File: config.mk
export PLATFORM = sky130hd
export DESIGN_NAME = length_prefixed_frame_parser_flat
export DESIGN_NICKNAME = d
export VERILOG_FILES = /design/src/rtl/lpfp_pkg.sv /design/src/rtl/lpfp_if.sv /design/src/rtl/length_prefixed_frame_parser.sv /design/src/rtl/lpfp_ram.sv /design/src/rtl/lpfp_ctrl.sv /design/src/rtl/lpfp_datapath.sv /design/src/flat_wrapper.sv
export SDC_FILE = /design/constraint.sdc
export NUM_CORES = 1
export LEC_CHECK = 0
export BUFFER_PORTS_ARGS = -buffer_cell sky130_fd_sc_hd__buf_2
export CAP_MARGIN = 10
export CORE_MARGIN = 1
export CORE_UTILIZATION = 45
export DETAILED_ROUTE_END_ITERATION = 10
export SLEW_MARGIN = 10
export SYNTH_ARGS = -nofsm -noshare
export SYNTH_HDL_FRONTEND = slang
export SYNTH_SLANG_ARGS = --single-unit
File: constraint.sdc
create_clock -name clock -period 3.7 [get_ports clock]
set_clock_uncertainty 0.15 [all_clocks]
set_input_delay 0.74 -clock clock [delete_from_list [all_inputs] [get_ports clock]]
set_output_delay 0.74 -clock clock [all_outputs]
set_load 0.01 [all_outputs]
File: src/rtl/lpfp_pkg.sv
// types and constants of the length prefixed frame parser
package lpfp_pkg;

   localparam logic [7:0] START_BYTE = 8'hFC;
   localparam logic [7:0] FIXED_A    = 8'h01;
   localparam logic [7:0] FIXED_B    = 8'h30;

   localparam int LEN_W = 5;
   localparam int IDX_W = 4;

   // header byte position, start byte counted as zero
   localparam logic [2:0] HDR_TYPE    = 3'd1;
   localparam logic [2:0] HDR_FIXED_A = 3'd2;
   localparam logic [2:0] HDR_FIXED_B = 3'd3;
   localparam logic [2:0] HDR_LEN     = 3'd4;

   typedef enum logic [5:0] {
      ST_HUNT   = 6'b000001,
      ST_HEADER = 6'b000010,
      ST_DATA   = 6'b000100,
      ST_CHECK  = 6'b001000,
      ST_FETCH  = 6'b010000,
      ST_EMIT   = 6'b100000
   } state_type;

   typedef struct packed {
      logic start;
      logic hdr_take;
      logic data_take;
      logic chk_take;
      logic out_err;
      logic out_empty;
      logic out_byte;
   } cmd_type;

   typedef struct packed {
      logic out_free;
      logic is_start;
      logic hdr_last;
      logic hdr_ok;
      logic len_zero;
      logic data_last;
      logic sum_ok;
      logic empty_frame;
      logic idx_last;
   } sts_type;

   typedef struct packed {
      logic             status;
      logic [7:0]       frame_type;
      logic [LEN_W-1:0] payload_len;
      logic             has_byte;
      logic [IDX_W-1:0] byte_index;
      logic [7:0]       payload_byte;
      logic [7:0]       check_byte;
      logic             last;
   } rsp_data_type;

endpackage

File: src/rtl/lpfp_if.sv
// valid/ready channel interfaces of the frame parser
interface lpfp_req_if;
   logic       valid;
   logic       ready;
   logic [7:0] rx_byte;

   modport source (output valid, output rx_byte, input ready);
   modport sink   (input valid, input rx_byte, output ready);
endinterface

interface lpfp_rsp_if;
   logic       valid;
   logic       ready;
   logic       status;
   logic [7:0] frame_type;
   logic [4:0] payload_len;
   logic       has_byte;
   logic [3:0] byte_index;
   logic [7:0] payload_byte;
   logic [7:0] check_byte;
   logic       last;

   modport source (output valid, output status, output frame_type, output payload_len,
                   output has_byte, output byte_index, output payload_byte,
                   output check_byte, output last, input ready);
   modport sink   (input valid, input status, input frame_type, input payload_len,
                   input has_byte, input byte_index, input payload_byte,
                   input check_byte, input last, output ready);
endinterface

File: src/rtl/length_prefixed_frame_parser.sv
// top level of the length prefixed frame parser
//
// req_if carries one received link word per handshake (rx_byte). the parser
// hunts for start word 0xFC, takes type, two fixed words (0x01, 0x30) and a
// length, stores up to MAX_PAYLOAD payload words and checks the closing
// checksum word against 0xFC minus the 8-bit sum of all earlier words.
// rsp_if returns one word per payload byte of a good frame (last on the
// final one), a single marker for an empty frame, or a single error word.
// header and payload words are taken one per cycle while the output
// register can take a result. an error or empty-frame result shows on
// rsp_if in the cycle after the word that caused it. for a good frame,
// each payload result takes a read of the payload ram and then a load of
// the output register; the next read starts once that result is loaded.
// req_if.ready is low while the payload drains and whenever the output
// register holds a result that rsp_if does not take; a stalled receiver
// therefore holds the parser without losing a result.
// reset (synchronous) returns the parser to hunting with no result pending.
module length_prefixed_frame_parser import lpfp_pkg::*; #(
   parameter int MAX_PAYLOAD = 16
) (
   input logic       clock,
   input logic       reset,
   lpfp_req_if.sink  req_if,
   lpfp_rsp_if.source rsp_if
);

   cmd_type      cmd;
   sts_type      sts;
   rsp_data_type rsp_data;

   lpfp_ctrl u_ctrl (
      .clock     (clock),
      .reset     (reset),
      .req_valid (req_if.valid),
      .req_ready (req_if.ready),
      .sts       (sts),
      .cmd       (cmd)
   );

   lpfp_datapath #(
      .MAX_PAYLOAD (MAX_PAYLOAD)
   ) u_datapath (
      .clock     (clock),
      .reset     (reset),
      .rx_byte   (req_if.rx_byte),
      .cmd       (cmd),
      .sts       (sts),
      .rsp_ready (rsp_if.ready),
      .rsp_valid (rsp_if.valid),
      .rsp_data  (rsp_data)
   );

   assign rsp_if.status       = rsp_data.status;
   assign rsp_if.frame_type   = rsp_data.frame_type;
   assign rsp_if.payload_len  = rsp_data.payload_len;
   assign rsp_if.has_byte     = rsp_data.has_byte;
   assign rsp_if.byte_index   = rsp_data.byte_index;
   assign rsp_if.payload_byte = rsp_data.payload_byte;
   assign rsp_if.check_byte   = rsp_data.check_byte;
   assign rsp_if.last         = rsp_data.last;

endmodule

File: src/rtl/lpfp_ram.sv
// generic single write port ram with registered read
module lpfp_ram #(
   parameter int  WIDTH = 8,
   parameter int  DEPTH = 16,
   localparam int AW    = (DEPTH > 1) ? $clog2(DEPTH) : 1
) (
   input  logic             clock,
   input  logic             wr_en,
   input  logic [AW-1:0]    wr_addr,
   input  logic [WIDTH-1:0] wr_data,
   input  logic [AW-1:0]    rd_addr,
   output logic [WIDTH-1:0] rd_data
);

   logic [WIDTH-1:0] mem [DEPTH];
   logic [WIDTH-1:0] rd_data_ff;

   always_ff @(posedge clock) begin
      if (wr_en) begin
         mem[wr_addr] <= wr_data;
      end
      rd_data_ff <= mem[rd_addr];
   end

   assign rd_data = rd_data_ff;

endmodule

File: src/rtl/lpfp_ctrl.sv
// frame parser controller state machine
module lpfp_ctrl import lpfp_pkg::*; (
   input  logic    clock,
   input  logic    reset,
   input  logic    req_valid,
   output logic    req_ready,
   input  sts_type sts,
   output cmd_type cmd
);

   state_type state_ff, state_in;
   logic      fire;

   assign req_ready = sts.out_free && !(state_ff inside {ST_FETCH, ST_EMIT});
   assign fire      = req_valid && req_ready;

   always_comb begin
      state_in = state_ff;
      cmd      = '0;
      case (state_ff)
         ST_HUNT: begin
            if (fire && sts.is_start) begin
               cmd.start = 1'b1;
               state_in  = ST_HEADER;
            end
         end
         ST_HEADER: begin
            if (fire) begin
               cmd.hdr_take = 1'b1;
               if (sts.hdr_last) begin
                  if (!sts.hdr_ok) begin
                     cmd.out_err = 1'b1;
                     state_in    = ST_HUNT;
                  end else if (sts.len_zero) begin
                     state_in = ST_CHECK;
                  end else begin
                     state_in = ST_DATA;
                  end
               end
            end
         end
         ST_DATA: begin
            if (fire) begin
               cmd.data_take = 1'b1;
               if (sts.data_last) begin
                  state_in = ST_CHECK;
               end
            end
         end
         ST_CHECK: begin
            if (fire) begin
               if (!sts.sum_ok) begin
                  cmd.out_err = 1'b1;
                  state_in    = ST_HUNT;
               end else if (sts.empty_frame) begin
                  cmd.out_empty = 1'b1;
                  state_in      = ST_HUNT;
               end else begin
                  cmd.chk_take = 1'b1;
                  state_in     = ST_FETCH;
               end
            end
         end
         ST_FETCH: begin
            state_in = ST_EMIT;
         end
         ST_EMIT: begin
            if (sts.out_free) begin
               cmd.out_byte = 1'b1;
               state_in     = sts.idx_last ? ST_HUNT : ST_FETCH;
            end
         end
         default: begin
            state_in = ST_HUNT;
         end
      endcase
   end

   always_ff @(posedge clock) begin
      if (reset) begin
         state_ff <= ST_HUNT;
      end else begin
         state_ff <= state_in;
      end
   end

endmodule

File: src/rtl/lpfp_datapath.sv
// frame parser datapath: header capture, checksum, payload store, output register
module lpfp_datapath import lpfp_pkg::*; #(
   parameter int MAX_PAYLOAD = 16
) (
   input  logic         clock,
   input  logic         reset,
   input  logic [7:0]   rx_byte,
   input  cmd_type      cmd,
   output sts_type      sts,
   input  logic         rsp_ready,
   output logic         rsp_valid,
   output rsp_data_type rsp_data
);

   localparam int         AW      = (MAX_PAYLOAD > 1) ? $clog2(MAX_PAYLOAD) : 1;
   localparam int         CW      = $clog2(MAX_PAYLOAD + 1);
   localparam logic [7:0] MAX_LEN = 8'(MAX_PAYLOAD);

   logic [2:0]    hdr_cnt_ff, hdr_cnt_in;
   logic          fixed_ok_ff, fixed_ok_in;
   logic [7:0]    type_ff, type_in;
   logic [CW-1:0] len_ff, len_in;
   logic [CW-1:0] data_cnt_ff, data_cnt_in;
   logic [7:0]    sum_ff, sum_in;
   logic [AW-1:0] idx_ff, idx_in;
   logic [7:0]    check_ff, check_in;
   logic          out_vld_ff, out_vld_in;
   rsp_data_type  out_ff, out_in;
   logic [7:0]    rd_data;

   lpfp_ram #(
      .WIDTH (8),
      .DEPTH (MAX_PAYLOAD)
   ) u_store (
      .clock   (clock),
      .wr_en   (cmd.data_take),
      .wr_addr (data_cnt_ff[AW-1:0]),
      .wr_data (rx_byte),
      .rd_addr (idx_ff),
      .rd_data (rd_data)
   );

   always_comb begin
      sts.out_free    = !out_vld_ff || rsp_ready;
      sts.is_start    = (rx_byte == START_BYTE);
      sts.hdr_last    = (hdr_cnt_ff == HDR_LEN);
      sts.hdr_ok      = fixed_ok_ff && (rx_byte <= MAX_LEN);
      sts.len_zero    = (rx_byte == 8'd0);
      sts.data_last   = (CW'(data_cnt_ff + 1'b1) == len_ff);
      sts.sum_ok      = (rx_byte == 8'(START_BYTE - sum_ff));
      sts.empty_frame = (len_ff == '0);
      sts.idx_last    = (CW'({1'b0, idx_ff} + 1'b1) == len_ff);
   end

   always_comb begin
      hdr_cnt_in  = hdr_cnt_ff;
      fixed_ok_in = fixed_ok_ff;
      type_in     = type_ff;
      len_in      = len_ff;
      data_cnt_in = data_cnt_ff;
      sum_in      = sum_ff;
      idx_in      = idx_ff;
      check_in    = check_ff;
      out_vld_in  = out_vld_ff && !rsp_ready;
      out_in      = out_ff;

      if (cmd.start) begin
         hdr_cnt_in  = HDR_TYPE;
         fixed_ok_in = 1'b0;
         sum_in      = START_BYTE;
         data_cnt_in = '0;
      end

      if (cmd.hdr_take) begin
         sum_in     = sum_ff + rx_byte;
         hdr_cnt_in = hdr_cnt_ff + 3'd1;
         case (hdr_cnt_ff)
            HDR_TYPE:    type_in     = rx_byte;
            HDR_FIXED_A: fixed_ok_in = (rx_byte == FIXED_A);
            HDR_FIXED_B: fixed_ok_in = fixed_ok_ff && (rx_byte == FIXED_B);
            default:     len_in      = CW'(rx_byte);
         endcase
      end

      if (cmd.data_take) begin
         sum_in      = sum_ff + rx_byte;
         data_cnt_in = data_cnt_ff + 1'b1;
      end

      if (cmd.chk_take) begin
         check_in = rx_byte;
         idx_in   = '0;
      end

      if (cmd.out_err) begin
         out_vld_in = 1'b1;
         out_in     = '0;
         out_in.status = 1'b1;
         out_in.last   = 1'b1;
      end

      if (cmd.out_empty) begin
         out_vld_in            = 1'b1;
         out_in                = '0;
         out_in.frame_type     = type_ff;
         out_in.check_byte     = rx_byte;
         out_in.last           = 1'b1;
      end

      if (cmd.out_byte) begin
         out_vld_in          = 1'b1;
         out_in.status       = 1'b0;
         out_in.frame_type   = type_ff;
         out_in.payload_len  = LEN_W'(len_ff);
         out_in.has_byte     = 1'b1;
         out_in.byte_index   = IDX_W'(idx_ff);
         out_in.payload_byte = rd_data;
         out_in.check_byte   = check_ff;
         out_in.last         = sts.idx_last;
         idx_in              = idx_ff + 1'b1;
      end
   end

   always_ff @(posedge clock) begin
      if (reset) begin
         hdr_cnt_ff  <= '0;
         data_cnt_ff <= '0;
         idx_ff      <= '0;
         out_vld_ff  <= 1'b0;
      end else begin
         hdr_cnt_ff  <= hdr_cnt_in;
         data_cnt_ff <= data_cnt_in;
         idx_ff      <= idx_in;
         out_vld_ff  <= out_vld_in;
      end
      fixed_ok_ff <= fixed_ok_in;
      type_ff     <= type_in;
      len_ff      <= len_in;
      sum_ff      <= sum_in;
      check_ff    <= check_in;
      out_ff      <= out_in;
   end

   assign rsp_valid = out_vld_ff;
   assign rsp_data  = out_ff;

endmodule

File: src/flat_wrapper.sv
// flat-port wrapper written by rule: the top's interface ports become plain ports
module length_prefixed_frame_parser_flat import lpfp_pkg::*;
#(
   parameter int MAX_PAYLOAD = 16
)
  (clock, reset, req_if_valid, req_if_rx_byte, req_if_ready, rsp_if_valid, rsp_if_status, rsp_if_frame_type, rsp_if_payload_len, rsp_if_has_byte, rsp_if_byte_index, rsp_if_payload_byte, rsp_if_check_byte, rsp_if_last, rsp_if_ready);
  lpfp_req_if req_if_i ();
  lpfp_rsp_if rsp_if_i ();
  input logic clock;
  input logic reset;
  input wire logic [$bits(req_if_i.valid)-1:0] req_if_valid;
  input wire logic [$bits(req_if_i.rx_byte)-1:0] req_if_rx_byte;
  output wire logic [$bits(req_if_i.ready)-1:0] req_if_ready;
  output wire logic [$bits(rsp_if_i.valid)-1:0] rsp_if_valid;
  output wire logic [$bits(rsp_if_i.status)-1:0] rsp_if_status;
  output wire logic [$bits(rsp_if_i.frame_type)-1:0] rsp_if_frame_type;
  output wire logic [$bits(rsp_if_i.payload_len)-1:0] rsp_if_payload_len;
  output wire logic [$bits(rsp_if_i.has_byte)-1:0] rsp_if_has_byte;
  output wire logic [$bits(rsp_if_i.byte_index)-1:0] rsp_if_byte_index;
  output wire logic [$bits(rsp_if_i.payload_byte)-1:0] rsp_if_payload_byte;
  output wire logic [$bits(rsp_if_i.check_byte)-1:0] rsp_if_check_byte;
  output wire logic [$bits(rsp_if_i.last)-1:0] rsp_if_last;
  input wire logic [$bits(rsp_if_i.ready)-1:0] rsp_if_ready;
  assign req_if_i.valid = req_if_valid;
  assign req_if_i.rx_byte = req_if_rx_byte;
  assign req_if_ready = req_if_i.ready;
  assign rsp_if_valid = rsp_if_i.valid;
  assign rsp_if_status = rsp_if_i.status;
  assign rsp_if_frame_type = rsp_if_i.frame_type;
  assign rsp_if_payload_len = rsp_if_i.payload_len;
  assign rsp_if_has_byte = rsp_if_i.has_byte;
  assign rsp_if_byte_index = rsp_if_i.byte_index;
  assign rsp_if_payload_byte = rsp_if_i.payload_byte;
  assign rsp_if_check_byte = rsp_if_i.check_byte;
  assign rsp_if_last = rsp_if_i.last;
  assign rsp_if_i.ready = rsp_if_ready;
  length_prefixed_frame_parser #(.MAX_PAYLOAD(MAX_PAYLOAD)) u_core (.clock(clock), .reset(reset), .req_if(req_if_i), .rsp_if(rsp_if_i));
endmodule
==> results of run 1 <==
## area by class of cell
| type | instances | area (um2) | area share |
|---|---|---|---|
| tap | 270 | 337.8 | 0.03084 |
| multi-input combinational | 334 | 2924 | 0.2669 |
| sequential | 221 | 6337 | 0.5785 |
| inverter | 13 | 48.80 | 0.004454 |
| clock buffer | 37 | 699.4 | 0.06384 |
| timing repair buffer | 82 | 530.5 | 0.04842 |
| clock inverter | 7 | 77.57 | 0.007081 |
## flip-flops by register name, indices dropped and copies added, names as in the netlist
| name | flops |
|---|---|
| u_core.u_datapath.u_store.mem | 128 |
| u_core.u_datapath.rsp_data | 36 |
| u_core.u_datapath.check_ff | 8 |
| u_core.u_datapath.sum_ff | 8 |
| u_core.u_datapath.type_ff | 8 |
| u_core.u_datapath.u_store.rd_data | 8 |
| u_core.u_ctrl.state_ff | 6 |
| u_core.u_datapath.data_cnt_ff | 5 |
| u_core.u_datapath.len_ff | 5 |
| u_core.u_datapath.idx_ff | 4 |
| u_core.u_datapath.hdr_cnt_ff | 3 |
| u_core.u_datapath.fixed_ok_ff | 1 |
| u_core.u_datapath.rsp_valid | 1 |
## path summary, 6_finish.rpt
| check | startpoint | end | slack [ps] | cells after the start |
|---|---|---|---|---|
| worst min-delay path | u_core.u_datapath.rsp_data[35] | u_core.u_datapath.rsp_data[35] | 310 | 2 |
| worst max-delay path | u_core.u_datapath.sum_ff[1] | u_core.u_datapath.rsp_data[18] | 690 | 9 |
| worst max register to register | u_core.u_datapath.sum_ff[1] | u_core.u_datapath.rsp_data[18] | 690 | 9 |
| worst min register to register | u_core.u_datapath.rsp_data[35] | u_core.u_datapath.rsp_data[35] | 310 | 2 |
## power by group
part / leakage, nW / internal (mW) / switching, mW / total [mW]
sequential: 1.90 / 2.71 / 0.0275 / 2.74
clock: 0.370 / 1.37 / 0.937 / 2.31
combinational: 1.33 / 0.0986 / 0.158 / 0.256
total: 3.60 / 4.18 / 1.12 / 5.31
## stage by stage
stage / utilization / setup slack (ps) / std cells / cell area (um2)
after floorplan: - / 303.4 / 594 / 9410
after global placement: 0.4998 / 549.1 / 920 / 10180
after detailed placement: 0.4998 / 443.2 / 920 / 10180
after CTS: 0.5380 / 673.3 / 964 / 10960
after global routing: 0.5380 / 516.1 / 964 / 10960
final: 0.5380 / 685.7 / 964 / 10960
## cell usage in the layout, fill, tap and decap left out, drive strengths merged, types with 12 or more instances in the layout
master / count
a21oi: 16
and2: 13
and3: 17
buf: 82
clkbuf: 37
dfxtp: 30
edfxtp: 191
ha: 18
inv: 14
mux4: 40
nand2: 35
nor2: 31
nor3: 13
o21ai: 12
xnor2: 16
## layer usage
metal  vias up  track usage
met5         -            0
met4         0      0.05677
met3        40      0.03469
met2       165       0.3218
met1      2803       0.2809
li1       2496            -
## kinds of logic after synthesis
logic type | synth area share
XOR/XNOR | 0.02327
buffers and inverters | 0.01675
flip-flops | 0.6733
adder cells (fa/ha/maj) | 0.02606
multiplexers | 0.09680
AND/OR/NAND/NOR | 0.09693
AO/OA/AOI/OAI | 0.06688
## tightest hold or removal path, stage by stage, from the launching register on
cell and delay, ps:
dfxtp_1 310, inv_1 50, a31oi_1 60
==> reports/summary.txt, run 1 <==
fin crit share: 0.8147
Max Cap Violations: 0
leading register cell type out of synthesis: edfxtp_1
Chip Height: 146.6 um
initial cell density of the core: 0.4621
Die ar.: 21,490 um2
Max Fanout on Critical Path: 34
via count: 5,504
pin count of the biggest net entering global routing: 36
Ant. Diodes: 0
GPL Wtd Cong: 0.8737
#FFs+latches synth: 221
syn_area_per_cell: 15.84 um2
Worst EP arrival: 3060 ps
outcome: completed
CP Launch Type: flop
worst hold-check path type: reg2reg
Critical Path Max Stage Delay: 500 ps
Num CTS Buffers: 24
Max H-tree Level: 1
crit path cell chain: inv_1 -> ha_1 -> and3b_1 -> a31o_2 -> a2111oi_0 -> o311ai_2 -> o21ai_1 -> nand3b_1 -> buf_12
antenna viol nets, final: 0
dominant cell type by area after synthesis: edfxtp_1
CTS sink cnt: 221
CTS tree: done
syn nets: 625
cts hold-fix bufs: 0
final hold viol count: 0
pwr/cell area: 484.5 nW/um2
Post-synth EDFFs: 191
clock slew at reported path FFs: 60 ps
synth top area cells: edfxtp_1 61%, mux4_2 9.6%, dfxtp_1 6.4%
met3 wire length: 1034 um
worst path bufs/invs: 2
Root Buffer: clkbuf_16
maximum vdd drop: 0.3678 mV
Crit path required time: 3750 ps
vias per std cell: 5.710
count leader, synth: edfxtp_1
IO Port Bufs: 49
ys async rst share: 0
Rows: 52
DP HPWL: 14,220 um
global-route wire length before repair: 32,530 um
minimum hold slack: 313.1 ps
RSZ-0062 raised after global routing: no
fmax: 331.8 MHz
Die X: 146.6 um
Slowest-stage cell, CP: edfxtp_1
Sum Neg Setup Slack: 0 ps
Met1 Wirelength: 9378 um
Avg WL per Cell: 21.73 um
ratio of cells with drive above 1 in the final layout: 0.2565
met2 wire length: 10,020 um
Max clock buf depth: 3
Synth top cells by count: 191 x edfxtp_1, 40 x mux4_2, 34 x nand2_1, 30 x dfxtp_1, 29 x nor2_1
GRT overflow: 0
Layout area overhead: 16.42%
total power draw: 5.308 mW
# setup viols final: 0
final slew viol count: 0
Seq/Total Area, Yosys: 0.6733
Initial DRC Count: 446
Clock Latency Late Sink: 520 ps
Syn Inst Count: 594
total track usage: 0.2003
worst setup path class: reg2reg
top sig layer: met4
Unique masters post-synth: 62
vias in the first global route: 5,473
slew at the pin closest to its max-slew limit: 842.5 ps
Synth top area share: 0.6095
initial antenna violation count: 0
synth warn: 0
fillers: 1,620
Core Area: 20,360 um2
Post-Syn Area: 9410 um2
PostCTS Resize Cnt: 0
I/O pins: 50
drc violations: 0
Final #Nets: 707
Post-CTS Setup Inserts: 0
final wirelength: 20,950 um
Slew HR: 0.4340
Tmin final: 3014 ps
1st-pass router iterations: 5
Worst path top cell family by delay: compound AO/OA/AOI/OAI gates
Leak Pwr: 3.602 nW
crit path capture type: flop
Power figures use the tool's default switching activity.
==> run 2, diff against run 1 <==
clock period = 2.8 ns   (was 3.7 ns; I/O delays follow)
==> run 2 against run 1 <==
- non-clock buffer count rose by 17
- largest cell class unchanged
- clock power increased by 35%
- critical endpoint is now u_core.u_datapath.rsp_data[5]
- count of clock-buffer cells in the layout fell by 4
==> reports/summary.txt, run 2 (synthesized netlist as in run 1, its figures left out) <==
outcome: completed
total track usage: 0.1919
Storage cell area: 6340 um2
via count: 5,465
Chip Height: 146.6 um
Levels on crit path: 10
Slowest-stage cell, CP: a2111oi_4
IO Port Bufs: 49
Initial DRC Count: 417
worst setup path class: reg2reg
DP HPWL: 14,070 um
cell-internal power: 5.604 mW
clock slew at reported path FFs: 60 ps
cts hold-fix bufs: 0
I/O pins: 50
global-route wire length before repair: 30,940 um
CTS tree: done
Gate power share: 0.048
fin crit share: 0.9908
hold depth: 2
Avg WL per Cell: 20.80 um
Worst path top cell family by delay: compound AO/OA/AOI/OAI gates
CTS sink cnt: 221
Max Fanout on Critical Path: 17
fillers: 1,603
Max H-tree Level: 1
1st-pass router iterations: 6
final cell count without fillers: 979
Psw: 1.473 mW
placed cell area: 10,270 um2
maximum vdd drop: 0.4177 mV
Layout area overhead: 18.88%
total power draw: 7.077 mW
Worst EP arrival: 2850 ps
fmax: 360.4 MHz
Leak Pwr: 3.775 nW
vias per std cell: 5.582
Sw Share: 0.2081
Reg power frac: 0.511
GRT overflow: 0
Crit path required time: 2880 ps
initial cell density of the core: 0.4621
GPL Wtd Cong: 0.8525
Max clock buf depth: 3
most common cell after layout, fill and taps aside: edfxtp_1
Core Area: 20,360 um2
drc violations: 0
Max Cap Violations: 0
final instance area: 11,190 um2
antenna viol nets, final: 0
# setup viols final: 0
final hold viol count: 0
Critical Path Max Stage Delay: 390 ps
Num CTS Buffers: 23
Final Util: 0.5493
Die X: 146.6 um
slew at the pin closest to its max-slew limit: 816.4 ps
Die ar.: 21,490 um2
worst hold-check path type: in2reg
worst path bufs/invs: 3
vias in the first global route: 5,465
Clock Latency Late Sink: 520 ps
most flop-heavy register: u_core.u_datapath.u_store.mem
placed cells: 932
Root Buffer: clkbuf_16
max FFs per register: 128
Rows: 52
Final #Nets: 723
Slew HR: 0.4538
ratio of cells with drive above 1 in the final layout: 0.2934
final slew viol count: 0
clock share of power: 0.441
crit path cell chain: inv_1 -> ha_2 -> and3b_2 -> a31o_4 -> a2111oi_4 -> o311ai_4 -> o21ai_1 -> nand3b_1 -> buf_6 -> buf_12
pwr/cell area: 632.6 nW/um2
final wirelength: 20,360 um
crit path capture type: flop
Tmin final: 2774 ps
Ant. Diodes: 0
minimum hold slack: 292.7 ps
CP Launch Type: flop
R2R cell count: 10
RSZ-0062 raised after global routing: yes
pin count of the biggest net entering global routing: 35
area occupied by multi-input gates: 2980 um2
initial antenna violation count: 0
most frequent cells in the layout: 191 x edfxtp_1, 49 x buf_2, 43 x buf_4, 40 x mux4_2, 34 x nand2_1
-- run 2: cell types whose count changed in the layout (fill, tap and decap cells not counted), moves of 3 or more --
cell,change
clkbuf_1,-3
buf_6,+3
nor2_1,-5
nor2_2,+5
clkinv_2,+3
buf_4,+13
-- run 2: final timing paths --
path | from | endpoint | slack [ps]
max | u_core.u_datapath.sum_ff[0] | u_core.u_datapath.rsp_data[5] | 30
min | reset | u_core.u_datapath.hdr_cnt_ff[1] | 290
max reg2reg | u_core.u_datapath.sum_ff[0] | u_core.u_datapath.rsp_data[5] | 30
min reg2reg | u_core.u_datapath.rsp_data[35] | u_core.u_datapath.rsp_data[35] | 340
-- run 2: through the flow --
| stage | TNS [ps] | setup WS (ps) |
|---|---|---|
| after floorplan | -17950 | -527.8 |
| after global placement | 0 | 75.00 |
| after detailed placement | 0 | 50.45 |
| after CTS | 0 | 10.55 |
| after global routing | -2093 | -67.66 |
| final | 0 | 25.64 |
-- run 2: area by class of cell --
type / instances / share of cell area
Clock buffer: 33 / 0.06028
Clock inverter: 9 / 0.01063
Inverter: 13 / 0.004362
Multi-Input combinational cell: 334 / 0.2664
Sequential cell: 221 / 0.5667
Tap cell: 270 / 0.03020
Timing Repair Buffer: 99 / 0.06140
-- run 2: routing by layer --
| layer | vias up | wire [um] | global-route usage |
|---|---|---|---|
| met4 | 0 | 364 | 0.05156 |
| li1 | 2532 | - | - |
| met5 | - | 0 | 0 |
| met1 | 2760 | 9017 | 0.2624 |
| met2 | 141 | 9873 | 0.3187 |
| met3 | 32 | 1105 | 0.03125 |
-- run 2: power by group through the flow --
stage | sequential, mW | clock, mW | combinational [mW]
6_report | 3.62 | 3.12 | 0.336
5_1_grt | 3.62 | 3.30 | 0.365
4_1_cts | 3.62 | 3.18 | 0.329
3_5_place_dp | 3.68 | 0 | 0.328
3_3_place_gp | 3.68 | 0 | 0.323
2_1_floorplan | 3.68 | 0 | 0.206
-- run 2: what timing repair did --
| item | in CTS | in global routing |
|---|---|---|
| resized for setup | 1 | 14 |
| cloned | 0 | 2 |
| setup endpoints to repair | 1 | 75 |
| endpoints found under the hold margin | 0 | 0 |
| buffers inserted | 0 | 3 |
| pin swaps | 0 | 3 |
==> run 3, diff against run 2 <==
ABC_CLOCK_PERIOD_IN_PS = 2800   (was not set)
PLACE_DENSITY = 0.69   (was not set)
==> run 3 against run 2 <==
- total power increased by 0.17%
- utilization grew 0.36 points
- non-clock buffer count grew 8
- clock power about the same
- setup slack improved by 13 ps
- count of clock-buffer cells in the layout is 7 lower
==> reports/summary.txt, run 3 (synthesized netlist as in run 1, its figures left out) <==
most frequent cells in the layout: 191 x edfxtp_1, 49 x buf_2, 48 x buf_4, 40 x mux4_2, 34 x nand2_1
Core Area: 20,360 um2
Die X: 146.6 um
Crit path required time: 2880 ps
maximum vdd drop: 0.4011 mV
Max Cap Violations: 0
Max clock buf depth: 3
slew at the pin closest to its max-slew limit: 567.8 ps
Rows: 52
Layout area overhead: 19.65%
vias in the first global route: 5,509
pwr/cell area: 629.6 nW/um2
Max Fanout on Critical Path: 8
clock slew at reported path FFs: 70 ps
total track usage: 0.1888
antenna viol nets, final: 0
Slew HR: 0.6117
ratio of cells with drive above 1 in the final layout: 0.2951
via count: 5,619
fin crit share: 0.9861
Worst EP arrival: 2840 ps
DP HPWL: 13,430 um
max FFs per register: 128
outcome: completed
worst hold-check path type: in2reg
Die ar.: 21,490 um2
Leak Pwr: 3.821 nW
Final #Nets: 730
GPL Wtd Cong: 0.8553
IO Port Bufs: 49
CP Launch Type: flop
Num CTS Buffers: 22
Avg WL per Cell: 20.80 um
fmax: 362.2 MHz
GRT overflow: 0
most flop-heavy register: u_core.u_datapath.u_store.mem
Max H-tree Level: 1
drc violations: 0
worst setup path class: reg2reg
final slew viol count: 0
RSZ-0062 raised after global routing: yes
Final Util: 0.5529
final hold viol count: 0
pin count of the biggest net entering global routing: 38
global-route wire length before repair: 31,090 um
Clock Latency Late Sink: 510 ps
most common cell after layout, fill and taps aside: edfxtp_1
initial cell density of the core: 0.4621
CTS sink cnt: 221
minimum hold slack: 277.5 ps
Tmin final: 2761 ps
Chip Height: 146.6 um
CTS tree: done
crit path capture type: flop
total power draw: 7.089 mW
final wirelength: 20,490 um
Initial DRC Count: 458
initial antenna violation count: 0
# setup viols final: 0
vias per std cell: 5.705
cts hold-fix bufs: 0
Ant. Diodes: 0
1st-pass router iterations: 5
I/O pins: 50
Root Buffer: clkbuf_16
run 3: cell types whose count changed in the layout (fill, tap and decap cells not counted), moves of 2 or more:
| cell | delta |
|---|---|
| buf_4 | +5 |
| nor2_1 | +4 |
| nor2_2 | -4 |
| clkbuf_8 | -3 |
| bufinv_16 | +2 |
| clkbuf_1 | -2 |
| clkinv_1 | +2 |
run 3: critical path, stage by stage, from the launching register on:
cell and delay, ps:
edfxtp_1 390, inv_1 70, ha_2 180, and3b_2 230, a31o_4 250, a2111oi_4 340, o311ai_4 190, o21ai_2 170
nand3b_1 160, buf_6 180, clkbuf_16 170
run 3: worst paths after layout:
check	startpoint	endpoint	slack (ps)	cells after the start
setup / recovery	u_core.u_datapath.sum_ff[0]	u_core.u_datapath.rsp_data[27]	40	10
hold / removal	reset	u_core.u_datapath.hdr_cnt_ff[2]	280	2
setup reg to reg	u_core.u_datapath.sum_ff[0]	u_core.u_datapath.rsp_data[27]	40	10
hold reg to reg	u_core.u_datapath.rsp_data[35]	u_core.u_datapath.rsp_data[35]	320	2
run 3: layout make-up:
type                       instances  area [um2]
clock inverter                    14       205.2
sequential                       221        6342
timing repair buffer             107       775.7
fill                            1561        9105
clock buffer                      26       575.6
multi-input combinational        334        2974
tap                              270       337.8
inverter                          13       48.80
run 3: repair_timing:
action / in CTS / in global routing
gates resized for setup: 2 / 13
endpoints found under the setup margin: 1 / 43
pin swaps: 1 / 2
setup buffers: 0 / 6
cloned: 0 / 4
run 3: routing by layer:
layer | wire (um) | up-vias | track usage
li1 | - | 2543 | -
met1 | 8607 | 2852 | 0.2536
met2 | 10380 | 187 | 0.3192
met3 | 1062 | 37 | 0.02375
met4 | 443 | 0 | 0.06198
met5 | 0 | - | 0
run 3: power by group:
part	internal [mW]	switching (mW)	total (mW)
Clock	1.86	1.24	3.11
Combinational	0.149	0.209	0.358
Sequential	3.59	0.0381	3.63
run 3: metrics by stage:
step / instances / instance area, um2 / setup WS [ps] / TNS, ps
after global routing: 985 / 11260 / -83.38 / -2191
after detailed placement: 935 / 10300 / 49.48 / 0
after CTS: 975 / 11080 / 9.412 / 0
after global placement: 935 / 10300 / 100.8 / 0
after floorplan: 594 / 9419 / -527.8 / -17950
final: 985 / 11260 / 39.02 / 0
